## src/sv/u16to8_pkg.sv

```systemverilog
// Shared types, constants and UTF-8 helper functions for the UTF-16LE to UTF-8 transcoder.
// Depends on nothing; every module of the transcoder uses it by scoped names.
`default_nettype none

package u16to8_pkg;

  // Upper six bits of a surrogate unit.
  localparam logic [5:0]  SURR_HIGH_TAG = 6'b110110;  // D800..DBFF
  localparam logic [5:0]  SURR_LOW_TAG  = 6'b110111;  // DC00..DFFF
  localparam logic [15:0] BOM_UNIT      = 16'hFEFF;
  localparam logic [20:0] PLANE1_BASE   = 21'h10000;

  // Work handed from the front end to the byte sequencer: up to two code
  // points, sent in order (slot 0 first).
  typedef struct packed {
    logic [20:0] cp0;
    logic        has0;
    logic [15:0] cp1;
    logic        has1;
  } job_t;

  // Encoded length of a code point minus one (0 means one byte).
  function automatic logic [1:0] utf8_len_m1(input logic [20:0] cp);
    logic [1:0] lm1;
    if (cp < 21'h80) begin
      lm1 = 2'd0;
    end else if (cp < 21'h800) begin
      lm1 = 2'd1;
    end else if (cp < 21'h10000) begin
      lm1 = 2'd2;
    end else begin
      lm1 = 2'd3;
    end
    return lm1;
  endfunction

  // Byte number idx of the UTF-8 form of cp, whose length minus one is lm1.
  function automatic logic [7:0] utf8_byte(input logic [20:0] cp, input logic [1:0] lm1,
                                           input logic [1:0] idx);
    logic [1:0] k;
    logic [5:0] cont;
    logic [7:0] b;
    k = lm1 - idx;
    unique case (k)
      2'd0: cont = cp[5:0];
      2'd1: cont = cp[11:6];
      2'd2: cont = cp[17:12];
      2'd3: cont = {3'b000, cp[20:18]};
    endcase
    if (idx == 2'd0) begin
      unique case (lm1)
        2'd0: b = {1'b0, cp[6:0]};
        2'd1: b = {3'b110, cp[10:6]};
        2'd2: b = {4'b1110, cp[15:12]};
        2'd3: b = {5'b11110, cp[20:18]};
      endcase
    end else begin
      b = {2'b10, cont};
    end
    return b;
  endfunction

endpackage

`default_nettype wire

```

## src/sv/utf16le_to_utf8_transcoder_unit.sv

```systemverilog
// UTF-16LE to UTF-8 transcoder, top level.
// Instantiates u16to8_front, u16to8_queue and u16to8_back; uses u16to8_pkg.
//
// Usage: the input channel (in_valid/in_ready, in_byte, in_end_of_stream)
// carries the UTF-16LE stream one byte per transfer, low byte of each unit
// first. in_end_of_stream marks the final byte; after it a held high
// surrogate is sent and the block is back in its start state, so a leading
// FF FE mark of the next stream is dropped again. The result channel
// (out_valid/out_ready, out_byte, out_run_last) carries the UTF-8 bytes one
// per transfer; out_run_last is high on the last byte caused by an input byte.
// Input bytes that cause no output produce no transfer at all.
//
// Throughput: an input byte is taken in every cycle while the job queue has
// room; the output side sends one byte per cycle while the receiver takes
// them, so the sustained rate is set by the single-byte result channel: an
// input byte costs as many output transfers as the UTF-8 bytes it causes (0
// to 6). The first byte of a job passes through the queue, the sequencer's
// job register and the output register before it appears on out_byte.
//
// Reset (rst_n low, synchronous) empties the queue and the output stage and
// returns the pairing state to the start of a stream. When the receiver
// stalls, the output register holds its byte, the sequencer waits and the
// queue fills; in_ready drops only once QUEUE_DEPTH jobs are waiting.
`default_nettype none

module utf16le_to_utf8_transcoder_unit #(
  parameter int QUEUE_DEPTH = 4
) (
  input  wire logic       clk,
  input  wire logic       rst_n,
  input  wire logic       in_valid,
  output logic            in_ready,
  input  wire logic [7:0] in_byte,
  input  wire logic       in_end_of_stream,
  output logic            out_valid,
  input  wire logic       out_ready,
  output logic [7:0]      out_byte,
  output logic            out_run_last
);

  // Jobs from the front end: up to two code points for each input byte.
  u16to8_pkg::job_t push_job;
  u16to8_pkg::job_t pop_job;
  logic             push, push_ready;
  logic             pop, pop_valid;

  u16to8_front u_front (
    .clk              (clk),
    .rst_n            (rst_n),
    .in_valid         (in_valid),
    .in_ready         (in_ready),
    .in_byte          (in_byte),
    .in_end_of_stream (in_end_of_stream),
    .q_ready          (push_ready),
    .q_push           (push),
    .q_job            (push_job)
  );

  // The queue lets the front end keep taking bytes while the output stalls.
  u16to8_queue #(
    .DEPTH (QUEUE_DEPTH)
  ) u_queue (
    .clk        (clk),
    .rst_n      (rst_n),
    .push       (push),
    .push_job   (push_job),
    .push_ready (push_ready),
    .pop        (pop),
    .pop_valid  (pop_valid),
    .pop_job    (pop_job)
  );

  u16to8_back u_back (
    .clk          (clk),
    .rst_n        (rst_n),
    .q_valid      (pop_valid),
    .q_job        (pop_job),
    .q_pop        (pop),
    .out_valid    (out_valid),
    .out_ready    (out_ready),
    .out_byte     (out_byte),
    .out_run_last (out_run_last)
  );

endmodule

`default_nettype wire

```

## src/sv/u16to8_front.sv

```systemverilog
// Front end: pairs input bytes into UTF-16 units, tracks surrogates and the mark,
// and turns each input byte into a job of up to two code points. Uses u16to8_pkg.
`default_nettype none

module u16to8_front (
  input  wire logic              clk,
  input  wire logic              rst_n,
  input  wire logic              in_valid,
  output logic                   in_ready,
  input  wire logic [7:0]        in_byte,
  input  wire logic              in_end_of_stream,
  input  wire logic              q_ready,
  output logic                   q_push,
  output u16to8_pkg::job_t       q_job
);

  logic       odd_r, odd_nxt;
  logic [7:0] held_r, held_nxt;
  logic       hw_r, hw_nxt;
  logic [9:0] hb_r, hb_nxt;
  logic       start_r, start_nxt;

  logic        accept;
  logic [15:0] unit;
  logic        unit_done, is_mark, unit_high, unit_low, handled;
  logic        pair, flush_pre, unit_emit, eos_flush;
  logic        new_hw;
  logic [9:0]  new_hb;

  assign in_ready  = q_ready;
  assign accept    = in_valid && in_ready;
  assign unit      = {in_byte, held_r};
  assign unit_done = odd_r;
  assign is_mark   = start_r && (unit == u16to8_pkg::BOM_UNIT);
  assign unit_high = (unit[15:10] == u16to8_pkg::SURR_HIGH_TAG);
  assign unit_low  = (unit[15:10] == u16to8_pkg::SURR_LOW_TAG);
  assign handled   = unit_done && !is_mark;

  assign pair      = handled && hw_r && unit_low;
  assign flush_pre = handled && hw_r && !unit_low;
  assign unit_emit = handled && !pair && !unit_high;
  assign new_hw    = handled ? unit_high : hw_r;
  assign new_hb    = handled ? (unit_high ? unit[9:0] : 10'd0) : hb_r;
  assign eos_flush = in_end_of_stream && new_hw;

  always_comb begin
    q_job.has0 = pair || flush_pre;
    q_job.cp0  = pair ? (u16to8_pkg::PLANE1_BASE + {1'b0, hb_r, unit[9:0]})
                      : {5'b00000, u16to8_pkg::SURR_HIGH_TAG, hb_r};
    q_job.has1 = unit_emit || eos_flush;
    q_job.cp1  = unit_emit ? unit : {u16to8_pkg::SURR_HIGH_TAG, new_hb};
  end

  assign q_push = accept && (q_job.has0 || q_job.has1);

  always_comb begin
    odd_nxt   = odd_r;
    held_nxt  = held_r;
    hw_nxt    = hw_r;
    hb_nxt    = hb_r;
    start_nxt = start_r;
    if (accept) begin
      if (in_end_of_stream) begin
        odd_nxt   = 1'b0;
        held_nxt  = 8'd0;
        hw_nxt    = 1'b0;
        hb_nxt    = 10'd0;
        start_nxt = 1'b1;
      end else if (!odd_r) begin
        odd_nxt  = 1'b1;
        held_nxt = in_byte;
      end else begin
        odd_nxt   = 1'b0;
        held_nxt  = 8'd0;
        start_nxt = 1'b0;
        hw_nxt    = new_hw;
        hb_nxt    = new_hb;
      end
    end
  end

  always_ff @(posedge clk) begin
    if (!rst_n) begin
      odd_r   <= 1'b0;
      held_r  <= 8'd0;
      hw_r    <= 1'b0;
      hb_r    <= 10'd0;
      start_r <= 1'b1;
    end else begin
      odd_r   <= odd_nxt;
      held_r  <= held_nxt;
      hw_r    <= hw_nxt;
      hb_r    <= hb_nxt;
      start_r <= start_nxt;
    end
  end

endmodule

`default_nettype wire

```

## src/sv/u16to8_queue.sv

```systemverilog
// Small job queue between the front end and the byte sequencer.
// Holds u16to8_pkg::job_t entries; depth set by a parameter.
`default_nettype none

module u16to8_queue #(
  parameter int DEPTH = 4
) (
  input  wire logic             clk,
  input  wire logic             rst_n,
  input  wire logic             push,
  input  wire u16to8_pkg::job_t push_job,
  output logic                  push_ready,
  input  wire logic             pop,
  output logic                  pop_valid,
  output u16to8_pkg::job_t      pop_job
);

  localparam int PW = (DEPTH > 1) ? $clog2(DEPTH) : 1;
  localparam int CW = $clog2(DEPTH + 1);

  u16to8_pkg::job_t entries [DEPTH];
  logic [PW-1:0] wr_ptr_r, wr_ptr_nxt;
  logic [PW-1:0] rd_ptr_r, rd_ptr_nxt;
  logic [CW-1:0] count_r, count_nxt;
  logic          do_push, do_pop;

  assign push_ready = (count_r != CW'(DEPTH));
  assign pop_valid  = (count_r != '0);
  assign pop_job    = entries[rd_ptr_r];
  assign do_push    = push && push_ready;
  assign do_pop     = pop && pop_valid;

  always_comb begin
    wr_ptr_nxt = wr_ptr_r;
    rd_ptr_nxt = rd_ptr_r;
    count_nxt  = count_r;
    if (do_push) begin
      wr_ptr_nxt = (wr_ptr_r == PW'(DEPTH - 1)) ? '0 : wr_ptr_r + 1'b1;
    end
    if (do_pop) begin
      rd_ptr_nxt = (rd_ptr_r == PW'(DEPTH - 1)) ? '0 : rd_ptr_r + 1'b1;
    end
    if (do_push && !do_pop) begin
      count_nxt = count_r + 1'b1;
    end else if (do_pop && !do_push) begin
      count_nxt = count_r - 1'b1;
    end
  end

  always_ff @(posedge clk) begin
    if (do_push) begin
      entries[wr_ptr_r] <= push_job;
    end
  end

  always_ff @(posedge clk) begin
    if (!rst_n) begin
      wr_ptr_r <= '0;
      rd_ptr_r <= '0;
      count_r  <= '0;
    end else begin
      wr_ptr_r <= wr_ptr_nxt;
      rd_ptr_r <= rd_ptr_nxt;
      count_r  <= count_nxt;
    end
  end

endmodule

`default_nettype wire

```

## src/sv/u16to8_back.sv

```systemverilog
// Byte sequencer: takes jobs from the queue and sends their UTF-8 bytes one per
// cycle while the receiver takes them, through a registered output stage. Uses u16to8_pkg.
`default_nettype none

module u16to8_back (
  input  wire logic             clk,
  input  wire logic             rst_n,
  input  wire logic             q_valid,
  input  wire u16to8_pkg::job_t q_job,
  output logic                  q_pop,
  output logic                  out_valid,
  input  wire logic             out_ready,
  output logic [7:0]            out_byte,
  output logic                  out_run_last
);

  logic             busy_r;
  u16to8_pkg::job_t job_r;
  logic             slot_r;
  logic [1:0]       idx_r;
  logic             out_valid_r;
  logic [7:0]       out_byte_r;
  logic             out_last_r;

  logic [20:0] cur_cp;
  logic [1:0]  lm1;
  logic        can_emit, step, slot_end, job_end;

  assign cur_cp   = slot_r ? {5'b00000, job_r.cp1} : job_r.cp0;
  assign lm1      = u16to8_pkg::utf8_len_m1(cur_cp);
  assign can_emit = !out_valid_r || out_ready;
  assign step     = busy_r && can_emit;
  assign slot_end = (idx_r == lm1);
  assign job_end  = slot_end && (slot_r || !job_r.has1);
  assign q_pop    = q_valid && (!busy_r || (step && job_end));

  assign out_valid    = out_valid_r;
  assign out_byte     = out_byte_r;
  assign out_run_last = out_last_r;

  always_ff @(posedge clk) begin
    if (!rst_n) begin
      busy_r      <= 1'b0;
      slot_r      <= 1'b0;
      idx_r       <= 2'd0;
      out_valid_r <= 1'b0;
    end else begin
      if (q_pop) begin
        busy_r <= 1'b1;
        slot_r <= !q_job.has0;
        idx_r  <= 2'd0;
      end else if (step && job_end) begin
        busy_r <= 1'b0;
      end else if (step) begin
        if (slot_end) begin
          slot_r <= 1'b1;
          idx_r  <= 2'd0;
        end else begin
          idx_r <= idx_r + 2'd1;
        end
      end
      if (step) begin
        out_valid_r <= 1'b1;
      end else if (out_ready) begin
        out_valid_r <= 1'b0;
      end
    end
  end

  // Payload registers.
  always_ff @(posedge clk) begin
    if (q_pop) begin
      job_r <= q_job;
    end
    if (step) begin
      out_byte_r <= u16to8_pkg::utf8_byte(cur_cp, lm1, idx_r);
      out_last_r <= job_end;
    end
  end

endmodule

`default_nettype wire

```

## config.mk

```make
export PLATFORM = sky130hd
export DESIGN_NAME = utf16le_to_utf8_transcoder_unit
export DESIGN_NICKNAME = d
export VERILOG_FILES = /design/src/sv/u16to8_pkg.sv /design/src/sv/utf16le_to_utf8_transcoder_unit.sv /design/src/sv/u16to8_front.sv /design/src/sv/u16to8_queue.sv /design/src/sv/u16to8_back.sv
export SDC_FILE = /design/constraint.sdc
export NUM_CORES = 1
export LEC_CHECK = 0
export ABC_AREA = 1
export BUFFER_PORTS_ARGS = -buffer_cell sky130_fd_sc_hd__buf_2
export CORE_MARGIN = 2
export CORE_UTILIZATION = 60
export DETAILED_ROUTE_END_ITERATION = 8
export PLACE_DENSITY_LB_ADDON = 0.05
export SYNTH_ARGS = -nofsm -noshare
export SYNTH_HDL_FRONTEND = slang
export SYNTH_SLANG_ARGS = --single-unit
```

## constraint.sdc

```tcl
create_clock -name clk -period 4.4 [get_ports clk]
set_input_delay 0.88 -clock clk [delete_from_list [all_inputs] [get_ports clk]]
set_output_delay 0.88 -clock clk [all_outputs]
set_load 0.02 [all_outputs]
```

# == Word level (Yosys, flattened, before mapping) ==
# Memory sizes are Yosys's and may differ from the RTL's. A register that Yosys moved wholly into a read port is not among the register bits.
# Cells that the tools add are included.
# totals
mem_bits_rw,156
inputBits,13
word_cells,132
regBits,80
memories,1
# memory_table
memory,words,word_bits,rd,rd_ports_with_merged_regs,write_ports,line,rtl
u_queue.entries,4,39,1,1,1,u16to8_queue.sv:21,u16to8_pkg::job_t entries [DEPTH];
# classes
n_addsub,7
reduce_logical,48
muxes,39
magnitude_cmp,3
n_eq_ne,14
n_bitwise,2
# op_table
cell,n
21-bit 2-to-1 mux,2
10-bit 2-to-1 mux,4
8-bit one-hot mux with 4 select lines,1
6-bit one-hot mux with 4 select lines,1
"17-bit by 20-bit adder with 21-bit output, first input constant",1
"21-bit by 12-bit < comparator with 1-bit output, second input constant",1
"21-bit by 17-bit < comparator with 1-bit output, second input constant",1
"21-bit by 8-bit < comparator with 1-bit output, second input constant",1
1-bit logical AND,18
1-bit 2-to-1 mux,18
"16-bit == test, second input constant",1
16-bit 2-to-1 mux,1
8-bit 2-to-1 mux,2
2-bit 2-to-1 mux,7
"2-bit == test, second input constant",6
"6-bit == test, second input constant",2
2-bit nonzero test,6
1-bit logical NOT,10
"2-bit by 1-bit adder with 2-bit output, second input constant",3
2-bit logical NOT,3
1-bit logical OR,6
3-bit 2-to-1 mux,2
6-bit 2-to-1 mux,1
"2-bit by 1-bit == test with 1-bit output, second input constant",2
other kinds (11),13

# == Longest topological paths before layout ==
# logic_depth
ltp_word,17
depth_mapped,20

# == Modules after synthesis ==
# A second synthesis with hierarchy kept.
# unflattened
hier_cells,934
hier_area_um2,10398.7
# modules_own_cells
mod,instances,area_per_inst_um2,cells_per_inst,seq_area_each_um2
u16to8_queue,1,6279.8,448,4864.7
u16to8_back,1,2527.4,259,1511.4
u16to8_front,1,1591.5,227,420.4

# == Worst setup path after synthesis ==
# OpenSTA, ideal clock, no wires.
# synth_timing
kind,in2reg
startpoint,in in_byte[0]
endpoint,"mem u_queue.entries[0][0] (netlist name), enable pin"
t_required_ps,3965
path_stages,10
path_buffers,0
setup_slack_ps,585
arrival_time_ps,3379
cell_sequence,inv_1 nand4_1 nor2_1 nand3_1 nand2_1 nor2_1 inv_1 nand3_1 nand2_1 nor2_1
# synth_lines
item,line,rtl
"start, declared",utf16le_to_utf8_transcoder_unit.sv:33,"input wire logic [7:0] in_byte,"
"end, declared",u16to8_queue.sv:21,

# == Final worst setup path ==
# layout_timing
startpoint,reg u_back.slot_r
endpoint,reg u_queue.count_r[2]
# layout_via
elab_chain_cells,14
elab_cells_between_ends,19
# layout_lines
item,line,rtl
"start, declared",u16to8_back.sv:19,logic slot_r;
"start signal, assigned",u16to8_back.sv:50,slot_r <= !q_job.has0;
21-bit 2-to-1 mux,u16to8_back.sv:29,"assign cur_cp = slot_r ? {5'b00000, job_r.cp1} : job_r.cp0;"
21-bit by 17-bit < comparator with 1-bit output,u16to8_pkg.sv:29,end else if (cp < 21'h10000) begin
1-bit 2-to-1 mux,u16to8_pkg.sv:29,
2-bit 2-to-1 mux,u16to8_pkg.sv:27,end else if (cp < 21'h800) begin
2-bit 2-to-1 mux,u16to8_pkg.sv:25,if (cp < 21'h80) begin
2-bit == test,u16to8_back.sv:33,assign slot_end = (idx_r == lm1);
1-bit logical AND (*),u16to8_back.sv:34,assign job_end = slot_end && (slot_r || !job_r.has1);
1-bit logical AND (*),u16to8_back.sv:35,assign q_pop = q_valid && (!busy_r || (step && job_end));
1-bit logical OR (*),u16to8_back.sv:35,
1-bit logical AND (*),u16to8_back.sv:35,
1-bit logical AND (*),u16to8_queue.sv:31,assign do_pop = pop && pop_valid;
1-bit logical NOT,u16to8_queue.sv:43,if (do_push && !do_pop) begin
1-bit logical AND,u16to8_queue.sv:43,
3-bit 2-to-1 mux / 2-bit nonzero test (equally long branches),--,
"end signal, assigned",u16to8_queue.sv:64,count_r <= count_nxt;
"end, declared",u16to8_queue.sv:24,"logic [CW-1:0] count_r, count_nxt;"
# Every way passes the cells marked *; elsewhere a longest branch is shown, timed or not.
# A chain may end at the register's enable or synchronous reset.

==> run_results.csv <==
group,metric,value,unit
run_status,outcome,"completed",
floorplan,chipWidth,133,µm
clock_tree,cts_tree,"built",
sta,drv_slew,0,
flow_run,cap_viol_max_count,0,
worst_setup_path,end_kind,"flop",
place,gp_congestion,0.897,
grt,grt_usage,0.268,
cells_and_area,fill_cells,1230,
routing,drc_errors,0,
clock_tree,clk_pin_slew,0.06,ns
routing,dr.pass1.iters,5,
place,dp_hpwl,14800,µm
worst_setup_path,cp.buffers_inverters,4,
hold_path,min_to,"u_front.start_r",
yosys,ys.flop_type,"edfxtp_1",
worst_setup_path,rr_worst_depth,21,
worst_setup_path,cp_max_fo,22,
clock_tree,cts_setup_buffers,0,
yosys,async_flop_share,0,
sta,period_needed,3.65,ns
worst_setup_path,arrival,4.05,ns
clock_tree,cts-root-buf,"clkbuf_16",
cells_and_area,multi_input_area,0.00267,mm²
clock_tree,cts_buffers,25,
yosys,syn_area,0.00993,mm²
routing,vias_per_cell,5.86,
clock_tree,clockBufferDepth,3,
sta,finalSetupViolCount,0,
cells_and_area,regArea,0.00680,mm²
pwr,power.leakage,4.05,nW
cells_and_area,nNetsFinal,950,
pwr,fin_total_pwr,0.00728,W
routing,wire_per_inst,19.9,µm
hold_path,hold_path.class,"flop to flop",
sta,hold_viol,0,
clock_tree,hold_buffers,0,
clock_tree,ctsResizeCount,0,
floorplan,core.rowCount,47,
sta,skew,0.0146,ns
yosys,synth.avg_cell_area,11.0,µm²
sta,worst_pin_slew,0.785,ns
sta,fmax,0.274,GHz
sta,rsz0062_at_grt,"no",
worst_setup_path,crit_chain,"buf_4 -> inv_2 -> nand2_1 -> nand2_1 -> nand2_1 -> nor2_4 -> nand2_4 -> nor2_4 -> inv_1 -> o21ai_0 -> ha_1 -> nand4_1 -> nand2_2 -> nand2_2 -> ha_1 -> inv_1 -> fa_1 -> a21oi_1 -> o21ai_0 -> o21ai_0 -> a21oi_1",
yosys,syn-num-nets,925,
pwr,ir_worst_vdd,482,µV
floorplan,ios,24,
routing,vias,6836,
yosys,yosys_warnings,0,
floorplan,start_util,0.606,
floorplan,die_area,0.0176,mm²
worst_setup_path,max_stage_delay,0.38,ns
yosys,yosysTopAreaCell,"edfxtp_1",
sta,maxSlewHeadroom,0.472,
worst_setup_path,required,4.80,ns
worst_setup_path,reg2reg_slack,0.75,ns
routing,routed_wl,23200,µm
yosys,ys_types,33,
yosys,postSynthCellCount,902,
sta,whs,0.497,ns
grt,grt_remaining_overflow,0,
floorplan,die_h,133,µm
clock_tree,cts.sinks,238,
grt,grt_pass1_wl,36000,µm
place,numPortBuffers,23,
yosys,synth_area_leaders,"edfxtp_1 (61%), dfxtp_1 (7.1%), o21ai_0 (6.5%)",
grt,grt_pass1_vias,6659,
worst_setup_path,slowest_stage,"fa_1",
sta,period_share,0.831,
hold_path,min_path_cells,2,
worst_setup_path,critPathKind,"flop to flop",
cells_and_area,layout-drive-gt1-share,0.107,
yosys,synth_edf_count,203,
pwr,cellPowerDensity,650,mW/mm²
yosys,synth_top_area_share,0.614,
routing,final_antenna_net_count,0,
hold_path,worstHoldStart,"u_front.start_r",
routing,drt-initial-drc-count,576,
worst_setup_path,crit_path_start_kind,"flop",
cells_and_area,synthToLayoutAreaGrowth,12.8,%
worst_setup_path,cp_top_family,"simple AND/OR/NAND/NOR gates",
cells_and_area,diodes,0,
yosys,ys_seq_elements,238,
clock_tree,insertion_delay,0.53,ns
clock_tree,htreeDepth,1,
yosys,ys_seq_area_frac,0.684,
floorplan,core_area,0.0164,mm²
worst_setup_path,reg2reg_from,"u_back.slot_r",
grt,antenna_found_initial,0,
worst_setup_path,r2r_end,"u_queue.count_r[2]",
grt,grt_max_degree,69,
sta,setup-tns-final,0,ns
==> cells by family after synthesis <==
group | Yosys count | synth area share
adders and majority gates | 10 | 0.0134
and+or+nand+nor | 302 | 0.128
AOI/OAI and AO/OA | 219 | 0.118
xor gates and xnor gates | 1 | 0.000882
buffers and inverters | 127 | 0.0499
DFF | 238 | 0.684
muxes | 5 | 0.00504
==> cell usage after synthesis, drive strengths merged (6+ instances only) <==
library cell  number
a21oi             32
buf                6
clkbuf            35
dfxtp             35
edfxtp           203
ha                 9
inv               84
nand2            124
nand3             46
nor2             117
o21ai            135
o22ai             48
==> cell type report <==
class                           count  area share
Clock buffer                       32      0.0600
Clock inverter                     14      0.0162
Inverter                           86      0.0288
Multi-Input combinational cell    537       0.238
Sequential cell                   238       0.607
Tap cell                          220      0.0246
Timing Repair Buffer               39      0.0255
==> worst min-delay path, cell delays in order (launching register included) <==
cell      delay [ns]
dfxtp_1         0.34
nand2_1         0.06
o211ai_1        0.07
==> metrics by stage <==
stage	instances	cell area (µm²)	util	setup WS [ns]
final	1166	11200	0.683	0.745
after global routing	1166	11200	0.683	0.438
after CTS	1166	11200	0.683	0.746
after detailed placement	1120	10400	0.631	0.706
after global placement	1120	10400	0.631	0.885
after floorplan	902	9930	-	0.585
==> routing by layer <==
layer  up-vias  track usage  part of all wire
met4         0       0.0980             0.026
li1       3223            -                 -
met1      3300        0.383              0.43
met3        42       0.0410             0.075
met5         -            0                 0
met2       271        0.425              0.47
==> state kept, by name, indices dropped and copies added (netlist names), named ones only <==
signal	count
u_back.busy_r	1
u_back.idx_r	2
u_back.job_r	38
u_back.out_byte	8
u_back.out_run_last	1
u_back.out_valid	1
u_back.slot_r	1
u_front.hb_r	10
u_front.held_r	8
u_front.hw_r	1
u_front.odd_r	1
u_front.start_r	1
u_queue.count_r	3
u_queue.entries	156
u_queue.rd_ptr_r	2
u_queue.wr_ptr_r	2
==> layout by cell type (no fill, tap or decap), types with 2 or more instances in the layout <==
master,count
inv_6,2
nand4_1,5
inv_2,2
or2_2,3
dfxtp_1,34
nand3b_1,2
clkinv_2,4
buf_4,12
bufinv_16,4
o211ai_1,2
nand2_2,6
ha_1,9
clkinv_1,4
o21ai_1,3
nor3_1,4
clkbuf_16,25
buf_2,23
o22ai_1,48
buf_12,4
o21ai_2,2
inv_1,82
nor2_1,110
nand2_1,117
mux2i_1,5
nand3_1,45
o21ai_0,130
edfxtp_1,203
clkbuf_8,2
a21oi_1,32
clkbuf_1,5
nor2_4,7
==> how the worst max path moves through the flow <==
stage	start	cells after the start	slack, ns	endpoint
3_5_place_dp	in_byte[3]	16	0.71	u_queue.count_r[2]
5_1_grt	u_back.slot_r	21	0.44	u_queue.count_r[2]
3_3_place_gp	in_byte[6]	16	0.89	u_queue.count_r[2]
6_report	u_back.slot_r	21	0.75	u_queue.count_r[2]
4_1_cts	u_back.slot_r	21	0.75	u_queue.count_r[2]
2_1_floorplan	in_byte[0]	10	0.59	u_queue.entries[0][0]
==> power breakdown <==
part / internal, W / switching [W]
combinational: 0.000554 / 0.00148
sequential: 0.00295 / 0.000147
clock: 0.00132 / 0.000841
Power figures use the tool's default switching activity.
